File: src/hdl/etfp_pkg.sv
`default_nettype none

package etfp_pkg;

    // Field and register widths fixed by the item format.
    localparam int C_IN_W     = 32;
    localparam int Z_W        = 33;
    localparam int Q30_W      = 31;
    localparam int SQ_W       = 62;
    localparam int ACC_W      = 124;
    localparam int Y2_SHIFT   = 58;
    localparam int CH_W       = 8;
    localparam int MAXI_W     = 16;
    localparam int LIM_W      = 31;
    localparam int BAND_W     = 8;
    localparam int OFF_W      = 16;
    localparam int CFG_IDX_W  = 8;
    localparam int CFG_DATA_W = 32;

    localparam logic [CFG_IDX_W-1:0] CFG_MAX_ITER  = 8'd0;
    localparam logic [CFG_IDX_W-1:0] CFG_ESC_LIMIT = 8'd1;
    localparam logic [CFG_IDX_W-1:0] CFG_BAND_W    = 8'd2;
    localparam logic [CFG_IDX_W-1:0] CFG_BAND_OFF  = 8'd3;

    localparam logic [MAXI_W-1:0] RST_MAX_ITER  = 16'd1024;
    localparam logic [LIM_W-1:0]  RST_ESC_LIMIT = 31'd671088640;
    localparam logic [BAND_W-1:0] RST_BAND_W    = 8'd28;
    localparam logic [OFF_W-1:0]  RST_BAND_OFF  = 16'd136;

    localparam logic [CH_W-1:0] ALPHA_OPAQUE = 8'hFF;
    localparam logic [31:0]     BLACK_PIXEL  = 32'hFF00_0000;

    typedef enum logic [3:0] {
        ST_IDLE,
        ST_CPREP,
        ST_CQA,
        ST_CQY,
        ST_CS,
        ST_CMUL,
        ST_CCMP,
        ST_ICHK,
        ST_MXX,
        ST_MYY,
        ST_MXY,
        ST_UPD,
        ST_DIV,
        ST_DIVEND,
        ST_FIN
    } t_state;

    typedef enum logic [1:0] {
        PH_SEG,
        PH_RED,
        PH_GRN,
        PH_BLU
    } t_phase;

    typedef enum logic [1:0] {
        CH_RED,
        CH_GRN,
        CH_BLU
    } t_chan;

    // One palette term: channel = base +/- slope * t / w.
    typedef struct packed {
        logic [CH_W-1:0] base;
        logic [CH_W-1:0] slope;
        logic            sub;
    } t_pal;

    function automatic t_pal pal_lookup(input logic [1:0] seg, input t_chan ch);
        t_pal e;
        e = '{base: 8'd0, slope: 8'd0, sub: 1'b0};
        case (seg)
            2'd0: begin
                case (ch)
                    CH_RED:  e = '{base: 8'd0,   slope: 8'd237, sub: 1'b0};
                    CH_GRN:  e = '{base: 8'd11,  slope: 8'd244, sub: 1'b0};
                    CH_BLU:  e = '{base: 8'd116, slope: 8'd139, sub: 1'b0};
                    default: e = '{base: 8'd0,   slope: 8'd0,   sub: 1'b0};
                endcase
            end
            2'd1: begin
                case (ch)
                    CH_RED:  e = '{base: 8'd238, slope: 8'd0,   sub: 1'b0};
                    CH_GRN:  e = '{base: 8'd255, slope: 8'd123, sub: 1'b1};
                    CH_BLU:  e = '{base: 8'd255, slope: 8'd253, sub: 1'b1};
                    default: e = '{base: 8'd0,   slope: 8'd0,   sub: 1'b0};
                endcase
            end
            2'd2: begin
                case (ch)
                    CH_RED:  e = '{base: 8'd239, slope: 8'd239, sub: 1'b1};
                    CH_GRN:  e = '{base: 8'd132, slope: 8'd121, sub: 1'b1};
                    CH_BLU:  e = '{base: 8'd2,   slope: 8'd114, sub: 1'b0};
                    default: e = '{base: 8'd0,   slope: 8'd0,   sub: 1'b0};
                endcase
            end
            default: e = '{base: 8'd0, slope: 8'd0, sub: 1'b0};
        endcase
        return e;
    endfunction

endpackage

`default_nettype wire

File: src/hdl/escape_time_fractal_pixel_core.sv
`default_nettype none

// Mandelbrot escape-time pixel core. Each input transfer carries one point c
// in signed fixed point with FRAC_BITS fractional bits; each output transfer
// carries its packed colour, its escape count and an inside-set flag. One
// point is worked at a time and the input is not ready meanwhile. All
// products go through a single shared 32x32 multiplier: the main-cardioid
// test is two squarings, four partial products of a 62x62 product and a
// compare, a point outside the cardioid's range check skips it, and every
// z = z^2 + c iteration is three products and an update. An escaped point
// then gets its colour from a restoring divider that produces one quotient
// bit per cycle: four divisions of max(COUNT_WIDTH,16)+1 steps each. A
// finished result waits in an output register, so the next point is taken
// while the previous result is still waiting.
module escape_time_fractal_pixel_core #(
    parameter int FRAC_BITS   = 26,
    parameter int COUNT_WIDTH = 16
) (
    input  wire logic                                   i_clk,
    input  wire logic                                   i_rst_n,
    // s_axis_tdata: [31:0] c_real, [63:32] c_imag
    input  wire logic                                   s_axis_tvalid,
    output logic                                        s_axis_tready,
    input  wire logic [63:0]                            s_axis_tdata,
    // m_axis_tdata: [31:0] pixel_color, [32+COUNT_WIDTH-1:32] iteration_count,
    // zero padding above
    output logic                                        m_axis_tvalid,
    input  wire logic                                   m_axis_tready,
    output logic [((32+COUNT_WIDTH+7)/8)*8-1:0]         m_axis_tdata,
    // m_axis_tuser: [0] inside_set
    output logic [0:0]                                  m_axis_tuser,
    input  wire logic                                   i_cfg_valid,
    output logic                                        o_cfg_ready,
    input  wire logic [etfp_pkg::CFG_IDX_W-1:0]         i_cfg_index,
    input  wire logic [etfp_pkg::CFG_DATA_W-1:0]        i_cfg_data
);

    localparam int P_W    = 64 - FRAC_BITS;
    localparam int SUM_W  = (P_W + 1 > etfp_pkg::LIM_W) ? P_W + 1 : etfp_pkg::LIM_W;
    localparam int E_W    = (P_W > 32) ? P_W : 32;
    localparam int A_W    = ((FRAC_BITS > 30) ? FRAC_BITS : 31) + 3;
    localparam int SH_R   = (FRAC_BITS >= 30) ? FRAC_BITS - 30 : 0;
    localparam int SH_L   = (FRAC_BITS < 30) ? 30 - FRAC_BITS : 0;
    localparam int CAP_W  = (COUNT_WIDTH < etfp_pkg::MAXI_W) ? COUNT_WIDTH : etfp_pkg::MAXI_W;
    localparam int DV_W   = ((COUNT_WIDTH > etfp_pkg::OFF_W) ? COUNT_WIDTH
                                                             : etfp_pkg::OFF_W) + 1;
    localparam int DCNT_W = $clog2(DV_W);
    localparam int OUT_W  = ((32 + COUNT_WIDTH + 7) / 8) * 8;

    localparam logic signed [A_W-1:0] ONE_FX     = (A_W)'(1) << FRAC_BITS;
    localparam logic signed [A_W-1:0] QUARTER_FX = ONE_FX >>> 2;

    // Control and configuration registers.
    etfp_pkg::t_state                 r_state, n_state;
    logic                             r_ovalid, n_ovalid;
    logic [etfp_pkg::MAXI_W-1:0]      r_max_iter, n_max_iter;
    logic [etfp_pkg::LIM_W-1:0]       r_limit, n_limit;
    logic [etfp_pkg::BAND_W-1:0]      r_band_w, n_band_w;
    logic [etfp_pkg::OFF_W-1:0]       r_band_off, n_band_off;

    // Datapath registers.
    logic signed [31:0]               r_cr, n_cr;
    logic signed [31:0]               r_ci, n_ci;
    logic signed [etfp_pkg::Z_W-1:0]  r_zx, n_zx;
    logic signed [etfp_pkg::Z_W-1:0]  r_zy, n_zy;
    logic [COUNT_WIDTH-1:0]           r_n, n_n;
    logic [P_W-1:0]                   r_p1, n_p1;
    logic [P_W-1:0]                   r_p2, n_p2;
    logic [P_W-1:0]                   r_p3, n_p3;
    logic                             r_esc, n_esc;
    logic [etfp_pkg::Q30_W-1:0]       r_m_a, n_m_a;
    logic [etfp_pkg::Q30_W-1:0]       r_m_y, n_m_y;
    logic                             r_a_neg, n_a_neg;
    logic [etfp_pkg::SQ_W-1:0]        r_qa, n_qa;
    logic [etfp_pkg::SQ_W-1:0]        r_y2c, n_y2c;
    logic [etfp_pkg::SQ_W-1:0]        r_q, n_q;
    logic [etfp_pkg::SQ_W-1:0]        r_s, n_s;
    logic [etfp_pkg::ACC_W-1:0]       r_acc, n_acc;
    logic [1:0]                       r_k, n_k;
    logic                             r_inside, n_inside;
    logic [DV_W-1:0]                  r_dvd, n_dvd;
    logic [DV_W-1:0]                  r_quo, n_quo;
    logic [etfp_pkg::BAND_W-1:0]      r_rem, n_rem;
    logic [1:0]                       r_qm3, n_qm3;
    logic [DCNT_W-1:0]                r_dcnt, n_dcnt;
    etfp_pkg::t_phase                 r_phase, n_phase;
    logic [1:0]                       r_seg, n_seg;
    logic [etfp_pkg::BAND_W-1:0]      r_t, n_t;
    logic [etfp_pkg::CH_W-1:0]        r_red, n_red;
    logic [etfp_pkg::CH_W-1:0]        r_grn, n_grn;
    logic [etfp_pkg::CH_W-1:0]        r_blu, n_blu;
    logic [31:0]                      r_opix, n_opix;
    logic [COUNT_WIDTH-1:0]           r_ocnt, n_ocnt;
    logic                             r_oinside, n_oinside;

    // Shared multiplier.
    logic [31:0]                      mul_a, mul_b;
    logic [63:0]                      mul_p;

    // Combinational helpers.
    logic [COUNT_WIDTH-1:0]           cap;
    logic [COUNT_WIDTH-1:0]           n_plus;
    logic [etfp_pkg::Z_W-1:0]         zx_abs, zy_abs;
    logic [31:0]                      mx, my;
    logic [SUM_W-1:0]                 r2_sum;
    logic signed [E_W+1:0]            zx_w;
    logic signed [E_W+2:0]            xy_dbl, zy_w;
    logic signed [A_W-1:0]            a_w, y_w;
    logic [A_W-1:0]                   a_abs, y_abs;
    logic                             card_out;
    logic [etfp_pkg::SQ_W-1:0]        q_sum;
    logic [etfp_pkg::SQ_W:0]          ma_sh, s_w;
    logic [1:0]                       k_sum;
    logic [etfp_pkg::ACC_W-1:0]       pp_sh;
    logic [etfp_pkg::BAND_W-1:0]      w_eff;
    logic [etfp_pkg::BAND_W:0]        trial;
    logic                             ge;
    logic [etfp_pkg::BAND_W-1:0]      rem_step;
    logic [1:0]                       qm3_step;
    logic [1:0]                       seg_sel;
    logic [etfp_pkg::BAND_W-1:0]      t_sel;
    etfp_pkg::t_chan                  ch_next, ch_cur;
    etfp_pkg::t_pal                   pal_next, pal_cur;
    logic [etfp_pkg::CH_W-1:0]        chan_val;

    assign mul_p = mul_a * mul_b;

    assign s_axis_tready = (r_state == etfp_pkg::ST_IDLE);
    assign o_cfg_ready   = 1'b1;
    assign m_axis_tvalid = r_ovalid;
    assign m_axis_tdata  = OUT_W'({r_ocnt, r_opix});
    assign m_axis_tuser  = r_oinside;

    always_comb begin
        cap    = COUNT_WIDTH'(r_max_iter[CAP_W-1:0]);
        n_plus = r_n + COUNT_WIDTH'(1);

        zx_abs = r_zx[etfp_pkg::Z_W-1] ? etfp_pkg::Z_W'(-r_zx) : etfp_pkg::Z_W'(r_zx);
        zy_abs = r_zy[etfp_pkg::Z_W-1] ? etfp_pkg::Z_W'(-r_zy) : etfp_pkg::Z_W'(r_zy);
        mx     = zx_abs[31:0];
        my     = zy_abs[31:0];

        r2_sum = SUM_W'(r_p1) + SUM_W'(r_p2);
        zx_w   = $signed({2'b00, E_W'(r_p1)}) - $signed({2'b00, E_W'(r_p2)})
                 + (E_W+2)'(r_cr);
        xy_dbl = $signed({2'b00, E_W'(r_p3), 1'b0});
        zy_w   = ((r_zx[etfp_pkg::Z_W-1] ^ r_zy[etfp_pkg::Z_W-1]) ? -xy_dbl : xy_dbl)
                 + (E_W+3)'(r_ci);

        // Cardioid range check and conversion to 30 fractional bits.
        a_w      = (A_W)'(r_cr) - QUARTER_FX;
        y_w      = (A_W)'(r_ci);
        card_out = (a_w > ONE_FX) || (a_w < -ONE_FX) || (y_w > ONE_FX) || (y_w < -ONE_FX);
        a_abs    = a_w[A_W-1] ? A_W'(-a_w) : A_W'(a_w);
        y_abs    = y_w[A_W-1] ? A_W'(-y_w) : A_W'(y_w);

        q_sum = r_qa + r_y2c;
        ma_sh = {2'b00, r_m_a, 30'd0};
        s_w   = r_a_neg ? ({1'b0, q_sum} - ma_sh) : ({1'b0, q_sum} + ma_sh);
        k_sum = {1'b0, r_k[0]} + {1'b0, r_k[1]};
        pp_sh = etfp_pkg::ACC_W'(mul_p) << {k_sum, 5'd0};

        // Restoring divider step, tracking the quotient modulo three.
        w_eff    = (r_band_w == '0) ? etfp_pkg::BAND_W'(1) : r_band_w;
        trial    = {r_rem, r_dvd[DV_W-1]};
        ge       = (trial >= {1'b0, w_eff});
        rem_step = ge ? etfp_pkg::BAND_W'(trial - {1'b0, w_eff}) : trial[etfp_pkg::BAND_W-1:0];
        case ({r_qm3, ge})
            3'b000:  qm3_step = 2'd0;
            3'b001:  qm3_step = 2'd1;
            3'b010:  qm3_step = 2'd2;
            3'b011:  qm3_step = 2'd0;
            3'b100:  qm3_step = 2'd1;
            3'b101:  qm3_step = 2'd2;
            default: qm3_step = 2'd0;
        endcase

        seg_sel = (r_phase == etfp_pkg::PH_SEG) ? r_qm3 : r_seg;
        t_sel   = (r_phase == etfp_pkg::PH_SEG) ? r_rem : r_t;
        case (r_phase)
            etfp_pkg::PH_SEG: begin
                ch_next = etfp_pkg::CH_RED;
                ch_cur  = etfp_pkg::CH_RED;
            end
            etfp_pkg::PH_RED: begin
                ch_next = etfp_pkg::CH_GRN;
                ch_cur  = etfp_pkg::CH_RED;
            end
            etfp_pkg::PH_GRN: begin
                ch_next = etfp_pkg::CH_BLU;
                ch_cur  = etfp_pkg::CH_GRN;
            end
            default: begin
                ch_next = etfp_pkg::CH_BLU;
                ch_cur  = etfp_pkg::CH_BLU;
            end
        endcase
        pal_next = etfp_pkg::pal_lookup(seg_sel, ch_next);
        pal_cur  = etfp_pkg::pal_lookup(r_seg, ch_cur);
        chan_val = pal_cur.sub ? (pal_cur.base - r_quo[etfp_pkg::CH_W-1:0])
                               : (pal_cur.base + r_quo[etfp_pkg::CH_W-1:0]);
    end

    always_comb begin
        n_state    = r_state;
        n_ovalid   = r_ovalid;
        n_max_iter = r_max_iter;
        n_limit    = r_limit;
        n_band_w   = r_band_w;
        n_band_off = r_band_off;
        n_cr       = r_cr;
        n_ci       = r_ci;
        n_zx       = r_zx;
        n_zy       = r_zy;
        n_n        = r_n;
        n_p1       = r_p1;
        n_p2       = r_p2;
        n_p3       = r_p3;
        n_esc      = r_esc;
        n_m_a      = r_m_a;
        n_m_y      = r_m_y;
        n_a_neg    = r_a_neg;
        n_qa       = r_qa;
        n_y2c      = r_y2c;
        n_q        = r_q;
        n_s        = r_s;
        n_acc      = r_acc;
        n_k        = r_k;
        n_inside   = r_inside;
        n_dvd      = r_dvd;
        n_quo      = r_quo;
        n_rem      = r_rem;
        n_qm3      = r_qm3;
        n_dcnt     = r_dcnt;
        n_phase    = r_phase;
        n_seg      = r_seg;
        n_t        = r_t;
        n_red      = r_red;
        n_grn      = r_grn;
        n_blu      = r_blu;
        n_opix     = r_opix;
        n_ocnt     = r_ocnt;
        n_oinside  = r_oinside;
        mul_a      = '0;
        mul_b      = '0;

        if (i_cfg_valid) begin
            case (i_cfg_index)
                etfp_pkg::CFG_MAX_ITER:  n_max_iter = i_cfg_data[etfp_pkg::MAXI_W-1:0];
                etfp_pkg::CFG_ESC_LIMIT: n_limit    = i_cfg_data[etfp_pkg::LIM_W-1:0];
                etfp_pkg::CFG_BAND_W:    n_band_w   = i_cfg_data[etfp_pkg::BAND_W-1:0];
                etfp_pkg::CFG_BAND_OFF:  n_band_off = i_cfg_data[etfp_pkg::OFF_W-1:0];
                default: ;
            endcase
        end

        if (r_ovalid && m_axis_tready) begin
            n_ovalid = 1'b0;
        end

        case (r_state)
            etfp_pkg::ST_IDLE: begin
                if (s_axis_tvalid) begin
                    n_cr    = $signed(s_axis_tdata[31:0]);
                    n_ci    = $signed(s_axis_tdata[63:32]);
                    n_zx    = etfp_pkg::Z_W'($signed(s_axis_tdata[31:0]));
                    n_zy    = etfp_pkg::Z_W'($signed(s_axis_tdata[63:32]));
                    n_n     = '0;
                    n_state = etfp_pkg::ST_CPREP;
                end
            end
            etfp_pkg::ST_CPREP: begin
                n_m_a   = etfp_pkg::Q30_W'((a_abs >> SH_R) << SH_L);
                n_m_y   = etfp_pkg::Q30_W'((y_abs >> SH_R) << SH_L);
                n_a_neg = a_w[A_W-1];
                n_state = card_out ? etfp_pkg::ST_ICHK : etfp_pkg::ST_CQA;
            end
            etfp_pkg::ST_CQA: begin
                mul_a   = {1'b0, r_m_a};
                mul_b   = {1'b0, r_m_a};
                n_qa    = mul_p[etfp_pkg::SQ_W-1:0];
                n_state = etfp_pkg::ST_CQY;
            end
            etfp_pkg::ST_CQY: begin
                mul_a   = {1'b0, r_m_y};
                mul_b   = {1'b0, r_m_y};
                n_y2c   = mul_p[etfp_pkg::SQ_W-1:0];
                n_state = etfp_pkg::ST_CS;
            end
            etfp_pkg::ST_CS: begin
                // A non-positive second factor puts the point inside at once.
                if (s_w[etfp_pkg::SQ_W] || (s_w == '0)) begin
                    n_n      = cap;
                    n_inside = 1'b1;
                    n_state  = etfp_pkg::ST_FIN;
                end else begin
                    n_q     = q_sum;
                    n_s     = s_w[etfp_pkg::SQ_W-1:0];
                    n_acc   = '0;
                    n_k     = '0;
                    n_state = etfp_pkg::ST_CMUL;
                end
            end
            etfp_pkg::ST_CMUL: begin
                mul_a   = r_k[0] ? {2'b00, r_q[etfp_pkg::SQ_W-1:32]} : r_q[31:0];
                mul_b   = r_k[1] ? {2'b00, r_s[etfp_pkg::SQ_W-1:32]} : r_s[31:0];
                n_acc   = r_acc + pp_sh;
                n_k     = r_k + 2'd1;
                if (r_k == 2'd3) begin
                    n_state = etfp_pkg::ST_CCMP;
                end
            end
            etfp_pkg::ST_CCMP: begin
                if (r_acc <= (etfp_pkg::ACC_W'(r_y2c) << etfp_pkg::Y2_SHIFT)) begin
                    n_n      = cap;
                    n_inside = 1'b1;
                    n_state  = etfp_pkg::ST_FIN;
                end else begin
                    n_state = etfp_pkg::ST_ICHK;
                end
            end
            etfp_pkg::ST_ICHK: begin
                if (r_n >= cap) begin
                    n_inside = 1'b1;
                    n_state  = etfp_pkg::ST_FIN;
                end else begin
                    n_state = etfp_pkg::ST_MXX;
                end
            end
            etfp_pkg::ST_MXX: begin
                mul_a   = mx;
                mul_b   = mx;
                n_p1    = mul_p[63:FRAC_BITS];
                n_state = etfp_pkg::ST_MYY;
            end
            etfp_pkg::ST_MYY: begin
                mul_a   = my;
                mul_b   = my;
                n_p2    = mul_p[63:FRAC_BITS];
                n_state = etfp_pkg::ST_MXY;
            end
            etfp_pkg::ST_MXY: begin
                mul_a   = mx;
                mul_b   = my;
                n_p3    = mul_p[63:FRAC_BITS];
                n_esc   = (r2_sum >= SUM_W'(r_limit));
                n_state = etfp_pkg::ST_UPD;
            end
            etfp_pkg::ST_UPD: begin
                if (r_esc) begin
                    n_inside = 1'b0;
                    n_dvd    = DV_W'(r_n) + DV_W'(r_band_off);
                    n_rem    = '0;
                    n_quo    = '0;
                    n_qm3    = '0;
                    n_dcnt   = DCNT_W'(DV_W - 1);
                    n_phase  = etfp_pkg::PH_SEG;
                    n_state  = etfp_pkg::ST_DIV;
                end else begin
                    n_zx = zx_w[etfp_pkg::Z_W-1:0];
                    n_zy = zy_w[etfp_pkg::Z_W-1:0];
                    n_n  = n_plus;
                    if (n_plus >= cap) begin
                        n_inside = 1'b1;
                        n_state  = etfp_pkg::ST_FIN;
                    end else begin
                        n_state = etfp_pkg::ST_MXX;
                    end
                end
            end
            etfp_pkg::ST_DIV: begin
                n_rem = rem_step;
                n_qm3 = qm3_step;
                n_quo = {r_quo[DV_W-2:0], ge};
                n_dvd = r_dvd << 1;
                if (r_dcnt == '0) begin
                    n_state = etfp_pkg::ST_DIVEND;
                end else begin
                    n_dcnt = r_dcnt - DCNT_W'(1);
                end
            end
            etfp_pkg::ST_DIVEND: begin
                // The next palette term's slope times t goes straight into the divider.
                mul_a  = {24'd0, pal_next.slope};
                mul_b  = {24'd0, t_sel};
                n_dvd  = DV_W'(mul_p[15:0]);
                n_rem  = '0;
                n_quo  = '0;
                n_qm3  = '0;
                n_dcnt = DCNT_W'(DV_W - 1);
                case (r_phase)
                    etfp_pkg::PH_SEG: begin
                        n_seg   = r_qm3;
                        n_t     = r_rem;
                        n_phase = etfp_pkg::PH_RED;
                        n_state = etfp_pkg::ST_DIV;
                    end
                    etfp_pkg::PH_RED: begin
                        n_red   = chan_val;
                        n_phase = etfp_pkg::PH_GRN;
                        n_state = etfp_pkg::ST_DIV;
                    end
                    etfp_pkg::PH_GRN: begin
                        n_grn   = chan_val;
                        n_phase = etfp_pkg::PH_BLU;
                        n_state = etfp_pkg::ST_DIV;
                    end
                    default: begin
                        n_blu   = chan_val;
                        n_state = etfp_pkg::ST_FIN;
                    end
                endcase
            end
            etfp_pkg::ST_FIN: begin
                if (!r_ovalid || m_axis_tready) begin
                    n_ovalid  = 1'b1;
                    n_opix    = r_inside ? etfp_pkg::BLACK_PIXEL
                                         : {etfp_pkg::ALPHA_OPAQUE, r_blu, r_grn, r_red};
                    n_ocnt    = r_n;
                    n_oinside = r_inside;
                    n_state   = etfp_pkg::ST_IDLE;
                end
            end
            default: begin
                n_state = etfp_pkg::ST_IDLE;
            end
        endcase
    end

    always_ff @(posedge i_clk) begin
        if (!i_rst_n) begin
            r_state    <= etfp_pkg::ST_IDLE;
            r_ovalid   <= 1'b0;
            r_max_iter <= etfp_pkg::RST_MAX_ITER;
            r_limit    <= etfp_pkg::RST_ESC_LIMIT;
            r_band_w   <= etfp_pkg::RST_BAND_W;
            r_band_off <= etfp_pkg::RST_BAND_OFF;
        end else begin
            r_state    <= n_state;
            r_ovalid   <= n_ovalid;
            r_max_iter <= n_max_iter;
            r_limit    <= n_limit;
            r_band_w   <= n_band_w;
            r_band_off <= n_band_off;
        end
    end

    always_ff @(posedge i_clk) begin
        r_cr      <= n_cr;
        r_ci      <= n_ci;
        r_zx      <= n_zx;
        r_zy      <= n_zy;
        r_n       <= n_n;
        r_p1      <= n_p1;
        r_p2      <= n_p2;
        r_p3      <= n_p3;
        r_esc     <= n_esc;
        r_m_a     <= n_m_a;
        r_m_y     <= n_m_y;
        r_a_neg   <= n_a_neg;
        r_qa      <= n_qa;
        r_y2c     <= n_y2c;
        r_q       <= n_q;
        r_s       <= n_s;
        r_acc     <= n_acc;
        r_k       <= n_k;
        r_inside  <= n_inside;
        r_dvd     <= n_dvd;
        r_quo     <= n_quo;
        r_rem     <= n_rem;
        r_qm3     <= n_qm3;
        r_dcnt    <= n_dcnt;
        r_phase   <= n_phase;
        r_seg     <= n_seg;
        r_t       <= n_t;
        r_red     <= n_red;
        r_grn     <= n_grn;
        r_blu     <= n_blu;
        r_opix    <= n_opix;
        r_ocnt    <= n_ocnt;
        r_oinside <= n_oinside;
    end

endmodule

`default_nettype wire

File: config.mk
export PLATFORM = sky130hd
export DESIGN_NAME = escape_time_fractal_pixel_core
export DESIGN_NICKNAME = d
export VERILOG_FILES = /design/src/hdl/etfp_pkg.sv /design/src/hdl/escape_time_fractal_pixel_core.sv
export SDC_FILE = /design/constraint.sdc
export NUM_CORES = 2
export LEC_CHECK = 0
export BUFFER_PORTS_ARGS = -buffer_cell sky130_fd_sc_hd__buf_2
export CAP_MARGIN = 20
export CORE_MARGIN = 4
export CORE_UTILIZATION = 51
export DETAILED_ROUTE_END_ITERATION = 12
export HOLD_SLACK_MARGIN = 0.15
export PLACE_DENSITY = 0.71
export SLEW_MARGIN = 20
export SYNTH_ARGS = -nofsm -noshare
export SYNTH_HDL_FRONTEND = slang
export SYNTH_SLANG_ARGS = --single-unit
File: constraint.sdc
create_clock -name i_clk -period 40.1 [get_ports i_clk]
set_input_delay 0 -clock i_clk [delete_from_list [all_inputs] [get_ports i_clk]]
set_output_delay 0 -clock i_clk [all_outputs]
set_load 0.03 [all_outputs]
==> summary.md <==
| Metric | Value |
|---|---|
| Clock sinks | 844 |
| GRT Util Overall | 0.357 |
| Clock Pin Slew Worst Setup and Hold Paths | 0.06 ns |
| # nets final | 12200 |
| Area of the core | 181000 um^2 |
| Rel. slew slack | 0.118 |
| Fill count | 15700 |
| Routability Congestion | 1.01 |
| Insertion delay to the later sink of the worst-skew pair | 0.79 ns |
| Period utilization | 0.432 |
| Fin Setup TNS | 0 ns |
| Area of the mapped netlist | 92900 um^2 |
| Number of remaining DRC errors | 0 |
| Status | finished clean |
| Cell accounting for the most synthesized area | edfxtp_1 |
| TritonRoute pass-1 iters | 6 |
| Largest net degree at the start of global routing | 77 |
| Cell variety after synth | 106 |
| P_leak | 45.1 nW |
| Critical path endpoint category | flop |
| Max Cap Viol | 0 |
| First-pass GRT wire length | 506 mm |
| CTS-repair resized insts | 0 |
| Num ports | 161 |
| Avg Cell Area, Syn | 9.16 um^2 |
| Congestion Overflow GR | 0 |
| Crit-path slowest cell | nor2_1 |
| CTS buffer count | 99 |
| Initial core utilization | 0.513 |
| Final min period | 17.31 ns |
| Top cells by area, synth | edfxtp_1, fa_1, ha_1, inv_1, nor2_1 |
| Vias in the first global route | 78600 |
| Setup CP Type | flop to flop |
| Yosys warning count | 0 |
| Die width | 435 um |
| Crit path largest cell delay | 0.98 ns |
| P per Cell Area | 80.0 nW/um^2 |
| Setup crit start kind | flop |
| IO Port Bufs | 150 |
| Asr flop ratio synth | 0 |
| Setup WS post-layout | 22.79 ns |
| Htree depth | 3 |
| RSZ-0062 raised after global routing | false |
| Vert. Die Dim | 435 um |
| Worst hold path startpoint | i_cfg_index[5] |
| Flop2flop setup slack | 22.79 ns |
| Vias post-DR | 79600 |
| Antenna Violating Nets Remaining | 0 |
| Crit path top cell by count | fa_1 |
| Area of the die | 189000 um^2 |
| Arr. time, crit path | 17.78 ns |
| Post-synthesis sequential area ratio | 0.265 |
| Root buffer cell | clkbuf_16 |
| Hold Path End | r_limit[0] |
| Post-DP HPWL | 267 mm |
| FF+latch count, synth | 844 |
| Worst IR Drop VDD | 0.0627 mV |
| Hold Path Depth | 6 |
| Via/cell ratio | 6.20 |
| Worst-Margin Slew | 1.31 ns |
| Hold-fix buffers, CTS | 227 |
| Synth cell count leaders | inv_1, nor2_1, nand2_1 |
| Drt initial violations | 9477 |
| End of the worst register-to-register path | r_acc[115] |
| WL/cell | 26.8 um |
| Final WL | 344 mm |
| Fin. Hold Viols | 0 |
| Top-count cell post-synth | inv_1 |
| Skew final | 0.0760 ns |
| HP Class | input port to flop |
| FF-to-FF Start | r_state[3] |
| Most used DFF post-synth | edfxtp_1 |
| Crit path max fanout | 54 |
| Final setup viols | 0 |
| Max Freq | 57.8 MHz |
| Cells after synthesis | 10100 |
| Setup WS pre-CTS | 23.25 ns |
| Antenna violations before repair | 33 |
| Worst R2R Path Depth | 41 |
| Row Count | 156 |
| EDFF count, synth | 768 |
| CTS tree | yes |
| Yosys top cell area share | 0.248 |
| Share of cells above drive strength 1 | 0.0678 |
| Area grow syn2layout | 10.4% |
| Setup Buffers After CTS | 0 |
| Req. time, crit path | 40.57 ns |
| Maximum clock path buffer count | 3 |
| Count of pins over their slew limit | 0 |
## how the worst max path moves through the flow
stage | startpoint | to | slack (ns) | cells after the start
5_1_grt | r_state[1] | r_acc[81] | 22.30 | 44
3_3_place_gp | r_state[3] | r_acc[115] | 23.20 | 41
4_1_cts | r_state[3] | r_acc[115] | 23.20 | 41
6_report | r_state[3] | r_acc[115] | 22.79 | 41
3_5_place_dp | r_state[3] | r_acc[115] | 23.25 | 41
2_1_floorplan | r_state[0] | r_acc[121] | 26.25 | 46
## state kept, by name, summed over array words and instances (netlist names), 24 cells and up
register / count
r_zy: 33
r_acc: 124
r_p2: 38
r_cr: 32
r_qa: 62
r_p1: 38
r_m_a: 27
r_y2c: 62
r_limit: 31
r_opix: 24
r_ci: 32
r_q: 62
r_m_y: 27
r_s: 28
r_p3: 32
r_zx: 33
## cells in the final DEF, fill, tap and decap left out, types with 105 or more instances in the layout
master,n
o21ai_0,422
nor3_1,147
a21oi_1,497
buf_2,150
inv_1,1456
mux2i_1,116
nor2b_1,140
xor2_1,191
nor2_1,1054
nand2_1,1007
nand4_1,105
dlygate4sd3_1,227
a21o_1,211
fa_1,936
nand3_1,108
edfxtp_1,768
ha_1,753
buf_4,170
xnor2_1,285
## cells by family after synthesis
group,count (synthesis),share of synthesized area
DFF,844,0.265
other,1,0.0000404
AOI/OAI and AO/OA,1970,0.140
and+or+nand+nor,3081,0.150
xor gates and xnor gates,513,0.0487
adders and majority gates,1689,0.303
muxes,139,0.0153
buffers and inverters,1908,0.0780
## final cells by class
class                      instances  area (um^2)  area share
clock inverter                    61          707     0.00690
clock buffer                     124         2700      0.0263
tap                             2370         2970      0.0289
inverter                        1461         5490      0.0535
multi-input combinational       7401        61700       0.602
timing repair buffer             547         4300      0.0419
sequential                       844        24600       0.240
antenna                           27         67.6    0.000659
## through the flow
step	cell area, um^2	util	total power [mW]	hold slack, ns	instances
2_1_floorplan	92900	-	4.78	0.0989	10200
5_1_grt	102000	0.566	8.56	0.188	12800
3_5_place_dp	96800	0.535	7.01	0.196	12400
6_report	103000	0.567	8.20	0.201	12800
3_3_place_gp	96800	0.535	6.94	0.193	12400
4_1_cts	102000	0.566	8.00	0.150	12800
## critical path, delay by kind of cell (launching register included)
kind	cells	cell delay [ns]
AOI/OAI and AO/OA	14	5.22
xor gates and xnor gates	2	0.99
adders and majority gates	10	5.13
buffers and inverters	5	0.81
DFF	1	0.52
muxes	1	0.38
and+or+nand+nor	9	3.87
## metal layers
metal  share of wire  GRT usage  wire length [um]  up-vias
li1                -          -                 -    34700
met1            0.39      0.478            135000    39400
met2            0.43      0.537            149000     4573
met3            0.11     0.0909             39200      944
met4           0.061      0.185             21100       12
met5         0.00022          0                74        -
## power by group
group | leakage (nW) | internal, mW | switching (mW)
combinational | 35.8 | 1.71 | 3.99
clock | 1.64 | 0.536 | 0.417
sequential | 7.69 | 1.36 | 0.183
Power figures use the tool's default switching activity.
